`src/rtl/core/pimrp_pkg.sv`:
```
`timescale 1ns / 1ps

package pimrp_pkg;

  // Command codes of an input beat
  localparam logic CMD_POINT  = 1'b0;
  localparam logic CMD_CORNER = 1'b1;

  // Width of the crossing total on the result beat
  localparam int TOTAL_W = 17;

  // Control of the shared multiply-accumulate unit
  typedef struct packed {
    logic en;   // update the accumulator
    logic clr;  // start from zero instead of the held sum
    logic neg;  // subtract the product
    logic hi;   // weight the product by the upper-half shift
  } mac_ctrl_t;

endpackage

```
`src/rtl/core/pimrp_if.sv`:
```
`timescale 1ns / 1ps

// Input channel: query points and triangle corners
interface pimrp_in_if #(parameter int COORD_BITS = 24);
  logic                         valid;
  logic                         ready;
  logic                         cmd;
  logic signed [COORD_BITS-1:0] coord_x;
  logic signed [COORD_BITS-1:0] coord_y;
  logic signed [COORD_BITS-1:0] coord_z;
  logic                         final_item;

  modport source (output valid, cmd, coord_x, coord_y, coord_z, final_item, input ready);
  modport sink   (input valid, cmd, coord_x, coord_y, coord_z, final_item, output ready);
endinterface

// Result channel: parity, crossing total and leftover flag
interface pimrp_out_if;
  logic        valid;
  logic        ready;
  logic        inside_res;
  logic [16:0] crossing_total;
  logic        partial_triangle;

  modport source (output valid, inside_res, crossing_total, partial_triangle, input ready);
  modport sink   (input valid, inside_res, crossing_total, partial_triangle, output ready);
endinterface

```
`src/rtl/core/point_in_mesh_ray_parity.sv`:
```
`timescale 1ns / 1ps
// Point-in-mesh test by vertical ray-crossing parity.
// in_i carries beats: cmd=0 sets the query point and clears the count,
// cmd=1 is one triangle corner, three corners per triangle. A beat with
// final_item=1 closes the query and yields one result beat on out_o:
// inside_res (count odd), crossing_total (saturating at MAX_FACES) and
// partial_triangle (one or two corners left over).
// Query points and first or second corners need no sequence. A third
// corner runs a 17-step sequence through one shared multiply-accumulate
// unit (normal, plane side, two barycentric terms), so in_i is not ready
// until the sequence ends; a result caused by it is loaded at its last
// step, other results in the cycle after the beat.
// The result sits in an output register; a new beat is taken while it
// waits only when out_o.ready is high in that cycle, so a stalled receiver
// holds the block once the register is full.
// Reset clears the query point, the count, the corner phase and the
// result valid flag; the result payload is not reset.
module point_in_mesh_ray_parity #(
  parameter int COORD_BITS = 24,
  parameter int MAX_FACES  = 65536
) (
  input  logic        clk_i,
  input  logic        rst_ni,
  pimrp_in_if.sink    in_i,
  pimrp_out_if.source out_o
);
  import pimrp_pkg::*;

  localparam int DW        = COORD_BITS + 1;
  localparam int MW        = DW + 2;
  localparam int NW        = 2 * DW + 1;
  localparam int AW        = 3 * DW + 4;
  localparam int CW        = $clog2(MAX_FACES + 1);
  localparam int LAST_STEP = 16;

  localparam logic ST_IDLE = 1'b0;
  localparam logic ST_CALC = 1'b1;

  logic                          state_q;
  logic [4:0]                    step_q;
  logic [1:0]                    phase_q;
  logic [CW-1:0]                 cnt_q;
  logic                          fin_q;
  logic                          ov_q;

  logic signed [COORD_BITS-1:0]  qp_q [3];
  logic signed [COORD_BITS-1:0]  held_q [2][3];
  logic signed [DW-1:0]          ux_q, uy_q, uz_q, vx_q, vy_q, vz_q, wx_q, wy_q, wz_q;
  logic signed [NW-1:0]          nx_q, ny_q, nz_q;
  logic signed [AW-1:0]          a_q, s_q;

  logic                          in_ready;
  logic                          in_acc;
  logic                          out_fire;
  logic signed [COORD_BITS-1:0]  cin [3];

  mac_ctrl_t                     mac_ctrl;
  logic signed [MW-1:0]          op_a, op_b;
  logic signed [AW-1:0]          acc;

  logic signed [AW-1:0]          ny_w, dn, sn, tn, rem;
  logic                          hit;
  logic                          cnt_inc;
  logic [CW-1:0]                 cnt_next;
  logic [CW+16:0]                cnt_ext;

  logic                          res_ld;
  logic [CW-1:0]                 res_cnt;
  logic                          res_part;
  logic                          inside_q, partial_q;
  logic [TOTAL_W-1:0]            total_q;

  assign cin[0] = in_i.coord_x;
  assign cin[1] = in_i.coord_y;
  assign cin[2] = in_i.coord_z;

  // Handshake
  assign in_ready   = (state_q == ST_IDLE) && (!ov_q || out_o.ready);
  assign in_acc     = in_i.valid && in_ready;
  assign out_fire   = ov_q && out_o.ready;
  assign in_i.ready = in_ready;

  // Sequence the shared unit's operands
  always_comb begin
    mac_ctrl = '0;
    op_a     = '0;
    op_b     = '0;
    if (state_q == ST_CALC) begin
      unique case (step_q)
        5'd0:  begin op_a = MW'(uy_q); op_b = MW'(vz_q); mac_ctrl = '{1'b1, 1'b1, 1'b0, 1'b0}; end
        5'd1:  begin op_a = MW'(uz_q); op_b = MW'(vy_q); mac_ctrl = '{1'b1, 1'b0, 1'b1, 1'b0}; end
        5'd2:  begin op_a = MW'(uz_q); op_b = MW'(vx_q); mac_ctrl = '{1'b1, 1'b1, 1'b0, 1'b0}; end
        5'd3:  begin op_a = MW'(ux_q); op_b = MW'(vz_q); mac_ctrl = '{1'b1, 1'b0, 1'b1, 1'b0}; end
        5'd4:  begin op_a = MW'(ux_q); op_b = MW'(vy_q); mac_ctrl = '{1'b1, 1'b1, 1'b0, 1'b0}; end
        5'd5:  begin op_a = MW'(uy_q); op_b = MW'(vx_q); mac_ctrl = '{1'b1, 1'b0, 1'b1, 1'b0}; end
        5'd6:  begin
          op_a = $signed(MW'({1'b0, nx_q[DW-1:0]})); op_b = MW'(wx_q);
          mac_ctrl = '{1'b1, 1'b1, 1'b0, 1'b0};
        end
        5'd7:  begin
          op_a = MW'($signed(nx_q[NW-1:DW])); op_b = MW'(wx_q);
          mac_ctrl = '{1'b1, 1'b0, 1'b0, 1'b1};
        end
        5'd8:  begin
          op_a = $signed(MW'({1'b0, ny_q[DW-1:0]})); op_b = MW'(wy_q);
          mac_ctrl = '{1'b1, 1'b0, 1'b0, 1'b0};
        end
        5'd9:  begin
          op_a = MW'($signed(ny_q[NW-1:DW])); op_b = MW'(wy_q);
          mac_ctrl = '{1'b1, 1'b0, 1'b0, 1'b1};
        end
        5'd10: begin
          op_a = $signed(MW'({1'b0, nz_q[DW-1:0]})); op_b = MW'(wz_q);
          mac_ctrl = '{1'b1, 1'b0, 1'b0, 1'b0};
        end
        5'd11: begin
          op_a = MW'($signed(nz_q[NW-1:DW])); op_b = MW'(wz_q);
          mac_ctrl = '{1'b1, 1'b0, 1'b0, 1'b1};
        end
        5'd12: begin op_a = MW'(wz_q); op_b = MW'(vx_q); mac_ctrl = '{1'b1, 1'b1, 1'b0, 1'b0}; end
        5'd13: begin op_a = MW'(wx_q); op_b = MW'(vz_q); mac_ctrl = '{1'b1, 1'b0, 1'b1, 1'b0}; end
        5'd14: begin op_a = MW'(uz_q); op_b = MW'(wx_q); mac_ctrl = '{1'b1, 1'b1, 1'b0, 1'b0}; end
        5'd15: begin op_a = MW'(ux_q); op_b = MW'(wz_q); mac_ctrl = '{1'b1, 1'b0, 1'b1, 1'b0}; end
        default: begin mac_ctrl = '0; end
      endcase
    end
  end

  pimrp_mac #(
    .MW    (MW),
    .AW    (AW),
    .SHIFT (DW)
  ) u_mac (
    .clk_i  (clk_i),
    .rst_ni (rst_ni),
    .ctrl_i (mac_ctrl),
    .a_i    (op_a),
    .b_i    (op_b),
    .acc_o  (acc)
  );

  // Decide the crossing from normal, plane side and barycentric terms
  always_comb begin
    ny_w = AW'(ny_q);
    if (!ny_q[NW-1]) begin
      dn = ny_w;
      sn = -s_q;
      tn = -acc;
    end else begin
      dn = -ny_w;
      sn = s_q;
      tn = acc;
    end
    rem = dn - sn - tn;
    hit = (ny_q != '0) &&
          !((a_q != '0) && (a_q[AW-1] != ny_q[NW-1])) &&
          !sn[AW-1] && !tn[AW-1] && !rem[AW-1];
    cnt_inc  = hit && (cnt_q < CW'(MAX_FACES));
    cnt_next = cnt_inc ? cnt_q + CW'(1) : cnt_q;
  end

  // Result of the current beat or of the finished sequence
  always_comb begin
    res_ld   = 1'b0;
    res_cnt  = cnt_q;
    res_part = 1'b0;
    if (in_acc && in_i.final_item) begin
      if (in_i.cmd == CMD_POINT) begin
        res_ld  = 1'b1;
        res_cnt = '0;
      end else if (phase_q != 2'd2) begin
        res_ld   = 1'b1;
        res_part = 1'b1;
      end
    end
    if ((state_q == ST_CALC) && (step_q == 5'(LAST_STEP)) && fin_q) begin
      res_ld  = 1'b1;
      res_cnt = cnt_next;
    end
  end

  assign cnt_ext = {17'b0, res_cnt};

  // Control: state, step, phase, count and result valid
  always_ff @(posedge clk_i or negedge rst_ni) begin
    if (!rst_ni) begin
      state_q <= ST_IDLE;
      step_q  <= '0;
      phase_q <= '0;
      cnt_q   <= '0;
      fin_q   <= 1'b0;
      ov_q    <= 1'b0;
    end else begin
      if (out_fire) begin
        ov_q <= 1'b0;
      end
      if (res_ld) begin
        ov_q <= 1'b1;
      end
      if (in_acc) begin
        if (in_i.cmd == CMD_POINT) begin
          phase_q <= '0;
          cnt_q   <= '0;
        end else if (phase_q != 2'd2) begin
          phase_q <= in_i.final_item ? 2'd0 : phase_q + 2'd1;
          if (in_i.final_item) begin
            cnt_q <= '0;
          end
        end else begin
          phase_q <= '0;
          state_q <= ST_CALC;
          step_q  <= '0;
          fin_q   <= in_i.final_item;
        end
      end
      if (state_q == ST_CALC) begin
        if (step_q == 5'(LAST_STEP)) begin
          state_q <= ST_IDLE;
          cnt_q   <= fin_q ? '0 : cnt_next;
        end else begin
          step_q <= step_q + 5'd1;
        end
      end
    end
  end

  // Hold the query point; reset clears it
  always_ff @(posedge clk_i or negedge rst_ni) begin
    if (!rst_ni) begin
      for (int k = 0; k < 3; k++) begin
        qp_q[k] <= '0;
      end
    end else if (in_acc && (in_i.cmd == CMD_POINT)) begin
      for (int k = 0; k < 3; k++) begin
        qp_q[k] <= cin[k];
      end
    end
  end

  // Datapath: corners, differences, captured sums and result payload
  always_ff @(posedge clk_i) begin
    if (in_acc && (in_i.cmd == CMD_CORNER)) begin
      if (phase_q != 2'd2) begin
        for (int k = 0; k < 3; k++) begin
          held_q[phase_q[0]][k] <= cin[k];
        end
      end else begin
        ux_q <= DW'(held_q[1][0]) - DW'(held_q[0][0]);
        uy_q <= DW'(held_q[1][1]) - DW'(held_q[0][1]);
        uz_q <= DW'(held_q[1][2]) - DW'(held_q[0][2]);
        vx_q <= DW'(cin[0]) - DW'(held_q[0][0]);
        vy_q <= DW'(cin[1]) - DW'(held_q[0][1]);
        vz_q <= DW'(cin[2]) - DW'(held_q[0][2]);
        wx_q <= DW'(held_q[0][0]) - DW'(qp_q[0]);
        wy_q <= DW'(held_q[0][1]) - DW'(qp_q[1]);
        wz_q <= DW'(held_q[0][2]) - DW'(qp_q[2]);
      end
    end
    if (state_q == ST_CALC) begin
      unique case (step_q)
        5'd2:    nx_q <= NW'(acc);
        5'd4:    ny_q <= NW'(acc);
        5'd6:    nz_q <= NW'(acc);
        5'd12:   a_q  <= acc;
        5'd14:   s_q  <= acc;
        default: ;
      endcase
    end
    if (res_ld) begin
      inside_q  <= res_cnt[0];
      total_q   <= cnt_ext[TOTAL_W-1:0];
      partial_q <= res_part;
    end
  end

  assign out_o.valid            = ov_q;
  assign out_o.inside_res       = inside_q;
  assign out_o.crossing_total   = total_q;
  assign out_o.partial_triangle = partial_q;

endmodule

```
`src/rtl/core/pimrp_mac.sv`:
```
`timescale 1ns / 1ps

module pimrp_mac #(
  parameter int MW    = 27,
  parameter int AW    = 79,
  parameter int SHIFT = 25
) (
  input  logic                    clk_i,
  input  logic                    rst_ni,
  input  pimrp_pkg::mac_ctrl_t    ctrl_i,
  input  logic signed [MW-1:0]    a_i,
  input  logic signed [MW-1:0]    b_i,
  output logic signed [AW-1:0]    acc_o
);
  import pimrp_pkg::*;

  logic signed [2*MW-1:0] prod;
  logic signed [AW-1:0]   term;
  logic signed [AW-1:0]   base;
  logic signed [AW-1:0]   acc_d;
  logic signed [AW-1:0]   acc_q;

  // Multiply, weight, sign and add into the running sum
  always_comb begin
    prod  = a_i * b_i;
    term  = AW'(prod);
    if (ctrl_i.hi) begin
      term = term <<< SHIFT;
    end
    if (ctrl_i.neg) begin
      term = -term;
    end
    base  = ctrl_i.clr ? '0 : acc_q;
    acc_d = base + term;
  end

  always_ff @(posedge clk_i or negedge rst_ni) begin
    if (!rst_ni) begin
      acc_q <= '0;
    end else if (ctrl_i.en) begin
      acc_q <= acc_d;
    end
  end

  assign acc_o = acc_q;

endmodule

```
`src/flat_wrapper.sv`:
```
// flat-port wrapper written by rule: the top's interface ports become plain ports
module point_in_mesh_ray_parity_flat import pimrp_pkg::*;
#(
  parameter int COORD_BITS = 24,
  parameter int MAX_FACES  = 65536
)
  (clk_i, rst_ni, in_i_valid, in_i_cmd, in_i_coord_x, in_i_coord_y, in_i_coord_z, in_i_final_item, in_i_ready, out_o_valid, out_o_inside_res, out_o_crossing_total, out_o_partial_triangle, out_o_ready);
  pimrp_in_if #(.COORD_BITS(COORD_BITS)) in_i_i ();
  pimrp_out_if out_o_i ();
  input  logic clk_i;
  input  logic rst_ni;
  input wire logic [$bits(in_i_i.valid)-1:0] in_i_valid;
  input wire logic [$bits(in_i_i.cmd)-1:0] in_i_cmd;
  input wire logic [$bits(in_i_i.coord_x)-1:0] in_i_coord_x;
  input wire logic [$bits(in_i_i.coord_y)-1:0] in_i_coord_y;
  input wire logic [$bits(in_i_i.coord_z)-1:0] in_i_coord_z;
  input wire logic [$bits(in_i_i.final_item)-1:0] in_i_final_item;
  output wire logic [$bits(in_i_i.ready)-1:0] in_i_ready;
  output wire logic [$bits(out_o_i.valid)-1:0] out_o_valid;
  output wire logic [$bits(out_o_i.inside_res)-1:0] out_o_inside_res;
  output wire logic [$bits(out_o_i.crossing_total)-1:0] out_o_crossing_total;
  output wire logic [$bits(out_o_i.partial_triangle)-1:0] out_o_partial_triangle;
  input wire logic [$bits(out_o_i.ready)-1:0] out_o_ready;
  assign in_i_i.valid = in_i_valid;
  assign in_i_i.cmd = in_i_cmd;
  assign in_i_i.coord_x = in_i_coord_x;
  assign in_i_i.coord_y = in_i_coord_y;
  assign in_i_i.coord_z = in_i_coord_z;
  assign in_i_i.final_item = in_i_final_item;
  assign in_i_ready = in_i_i.ready;
  assign out_o_valid = out_o_i.valid;
  assign out_o_inside_res = out_o_i.inside_res;
  assign out_o_crossing_total = out_o_i.crossing_total;
  assign out_o_partial_triangle = out_o_i.partial_triangle;
  assign out_o_i.ready = out_o_ready;
  point_in_mesh_ray_parity #(.COORD_BITS(COORD_BITS), .MAX_FACES(MAX_FACES)) u_core (.clk_i(clk_i), .rst_ni(rst_ni), .in_i(in_i_i), .out_o(out_o_i));
endmodule
```
`config.mk`:
```
export PLATFORM = sky130hd
export DESIGN_NAME = point_in_mesh_ray_parity_flat
export DESIGN_NICKNAME = d
export VERILOG_FILES = /design/src/rtl/core/pimrp_pkg.sv /design/src/rtl/core/pimrp_if.sv /design/src/rtl/core/point_in_mesh_ray_parity.sv /design/src/rtl/core/pimrp_mac.sv /design/src/flat_wrapper.sv
export SDC_FILE = /design/constraint.sdc
export NUM_CORES = 2
export LEC_CHECK = 0
export BUFFER_PORTS_ARGS = -buffer_cell sky130_fd_sc_hd__buf_4
export CORE_ASPECT_RATIO = 1.25
export CORE_MARGIN = 2
export CORE_UTILIZATION = 30
export CTS_BUF_LIST = sky130_fd_sc_hd__clkbuf_8 sky130_fd_sc_hd__clkbuf_16
export CTS_CLUSTER_DIAMETER = 150
export CTS_CLUSTER_SIZE = 10
export DETAILED_ROUTE_END_ITERATION = 8
export PLACE_DENSITY = 0.52
export SYNTH_ARGS = -nofsm -noshare
export SYNTH_HDL_FRONTEND = slang
export SYNTH_SLANG_ARGS = --single-unit
```
`constraint.sdc`:
```
create_clock -name clk_i -period 18.6 [get_ports clk_i]
set_input_delay 1.86 -clock clk_i [delete_from_list [all_inputs] [get_ports clk_i]]
set_output_delay 1.86 -clock clk_i [all_outputs]
set_load 0.05 [all_outputs]
```
==> results.toml <==
[outcome]
run_status = "finished clean"

[clocking]
cts_max_level = 3
clkTransAtPathRegs_ps = 70
cts_buffers = 97
cts.sinks = 876
cts_buffer_depth = 3
cts_hold_buf = 0
cts_tree = "built"
cts_root_buf = "clkbuf_16"
post_cts_resized = 0
clk_latency_ps = 730
post_cts_buffers = 0

[timing]
relSlewSlack_pct = 10.4
period_share_pct = 91.2
fin_setup_tns_ps = 0
finalCriticalPeriod_ps = 16960
max_freq_mhz = 59.0
setup_viol = 0
worstMarginPinSlew_ps = 1340
drv_slew = 0
holdWs_ps = 512
rsz0062_at_grt = "no"
hold_viol_final = 0
finClkSkew_ps = 67.3

[final_layout]
num-nets-final = 10000
n_fill_cell = 27800
stdcell_count = 12200
area.growth.synth_to_final_pct = 9.89
drive_gt1_share_pct = 4.97

[worst_setup_path]
crit_fanout = 25
cp_top_family = "simple AND/OR/NAND/NOR gates"
worstReg2RegStart = "u_core.step_q[4]$_DFF_PN0_"
max_stage_delay_ps = 850
arrival_ps = 17550
worstPathRequired_ps = 19190
critPathLaunch = "u_core.step_q[4]$_DFF_PN0_"
path_buf_inv = 6
cp-start-kind = "flop"
critical_path_class = "reg2reg"
crit_path_end_kind = "flop"
cpMaxStageDelayCell = "nand2b_1"
r2r_slack_ps = 1640

[drt]
wl_per_cell_um = 23.7
drt_first_iter_violations = 5278
dr.pass1.iters = 8
postRouteAntennaNets = 0
drc = 0
vias = 63200
viasPerCell = 5.17
wl_um = 289000

[global_route]
grt_pass1_vias = 65200
grt_max_degree = 156
gr-usage-all-layers_pct = 20.5
antenna_found_initial = 13
globalRouteOverflowTotal = 0
grt_first_pass_wirelength_um = 426000

[die]
core.rowCount = 214
io_pins = 99
coreArea_sq_um = 272000
start_util_pct = 30.1
die_h_um = 588
die_w_um = 471
die-area_sq_um = 277000

[place]
port_buffers = 98
dp_hpwl_um = 231000
placed_cells = 12000
gp_congestion = 0.948

[synth]
synthTopCellsByCount = "1277 x inv_1, 878 x nand2_1, 828 x fa_1"
yosys.area.top_type = "edfxtp_1"
synth_seq_cells = 876
synth_top_area_share_pct = 25.6
synth.distinct_cells = 95
synthesis.area_sq_um = 81900
synth_most_common_cell = "inv_1"
synth_edf_count = 698
ys_async_sr_fraction_pct = 20.3
synth_cells = 8540
yosysWarnings = 0
synthTopCellsByArea = "edfxtp_1 26%, fa_1 20%, ha_1 8.2%"
ys_seq_area_share_pct = 31.0
synth_top_flop_cell = "edfxtp_1"
synth_area_per_cell_sq_um = 9.59

[power]
leakagePower_nw = 40.0
total_power_mw = 5.65
power_density_nw_per_um2 = 62.7
ir_drop_mv = 0.0832

[min_path]
hp-class = "reg2reg"
hold_start = "u_core.phase_q[1]$_DFFE_PN0P_"

[run]
timing.max_cap.violations = 0
[path summary, 6_finish.rpt]
path,endpoint,depth (start not counted)
max,u_core.u_mac.acc_o[78]$_DFFE_PN0P_,50
min,u_core.phase_q[1]$_DFFE_PN0P_,2
max reg2reg,u_core.u_mac.acc_o[78]$_DFFE_PN0P_,50
min reg2reg,u_core.phase_q[1]$_DFFE_PN0P_,2
max in group asynchronous,u_core.u_mac.acc_o[73]$_DFFE_PN0P_,3
min in group asynchronous,u_core.qp_q[5]$_DFFE_PN0P_,1
[state kept, by name (all words and copies together) (netlist names), 51 cells and up]
| name | cells |
|---|---|
| u_core.held_q | 144 |
| u_core.a_q | 79 |
| u_core.s_q | 79 |
| u_core.u_mac.acc_o | 79 |
| u_core.qp_q | 72 |
| u_core.nx_q | 51 |
| u_core.ny_q | 51 |
| u_core.nz_q | 51 |
[stage by stage]
stage / instance area, sq um / setup WS (ps) / utilization (%)
after floorplan: 82000 / 4970 / -
after global placement: 87100 / 2110 / 32.1
after detailed placement: 87100 / 2010 / 32.1
after CTS: 90000 / 1960 / 33.1
after global routing: 90000 / 742 / 33.1
final: 90000 / 1640 / 33.1
[report_power, final]
part	total, mW	internal, mW	leakage, nW	switching [mW]
combinational	1.44	0.485	29.9	0.954
sequential	2.40	2.26	8.48	0.142
clock	1.81	0.955	1.67	0.856
[cells by family after synthesis]
logic type	synth area share (%)
buf+inv	7.36
other cells	0.00458
flops	31.0
compound gates	12.8
fa+ha+maj	28.5
simple gates	14.5
mux	0.183
xor+xnor	5.58
[cell usage in the layout (no fill, tap or decap), drive strengths merged, types with 14 or more instances in the layout]
| master | n |
|---|---|
| a2111oi | 16 |
| a211oi | 52 |
| a21boi | 57 |
| a21o | 165 |
| a21oi | 358 |
| a222oi | 50 |
| a22o | 35 |
| a22oi | 75 |
| a31oi | 82 |
| a41oi | 14 |
| and2 | 114 |
| and3 | 54 |
| buf | 219 |
| clkbuf | 100 |
| conb | 27 |
| dfrtp | 178 |
| edfxtp | 698 |
| fa | 828 |
| ha | 540 |
| inv | 1354 |
| nand2 | 878 |
| nand2b | 114 |
| nand3 | 110 |
| nand4 | 59 |
| nor2 | 671 |
| nor2b | 159 |
| nor3 | 156 |
| nor3b | 19 |
| nor4 | 57 |
| o211ai | 15 |
| o21a | 29 |
| o21ai | 448 |
| o21bai | 22 |
| o31ai | 47 |
| o41ai | 29 |
| or2 | 26 |
| or3 | 72 |
| or4 | 25 |
| xnor2 | 232 |
| xor2 | 287 |
[final cells by class]
type | count | area (sq um) | area share, %
Antenna cell | 2 | 5.00 | 0.00556
Clock buffer | 98 | 2450 | 2.72
Clock inverter | 82 | 433 | 0.481
Inverter | 1278 | 4800 | 5.34
Multi-Input combinational cell | 6089 | 50800 | 56.4
Sequential cell | 876 | 25400 | 28.2
Tap cell | 3564 | 4460 | 4.95
Timing Repair Buffer | 221 | 1680 | 1.86
[worst reg2reg max path, delay by kind of cell, from the launching register on]
kind,cells,cell delay [ps]
buf+inv,6,340
fa+ha+maj,9,4160
xor+xnor,3,1130
simple gates,16,5790
compound gates,16,4670
flops,1,760
[metal layers]
layer,GRT usage [%],vias to the layer above,wire length [um]
met1,24.3,31800,112000
met5,0,-,46
met2,36.3,2061,145000
met3,1.86,575,13000
li1,-,28700,-
met4,11.4,6,18800
(Power assumes the default switching activity.)
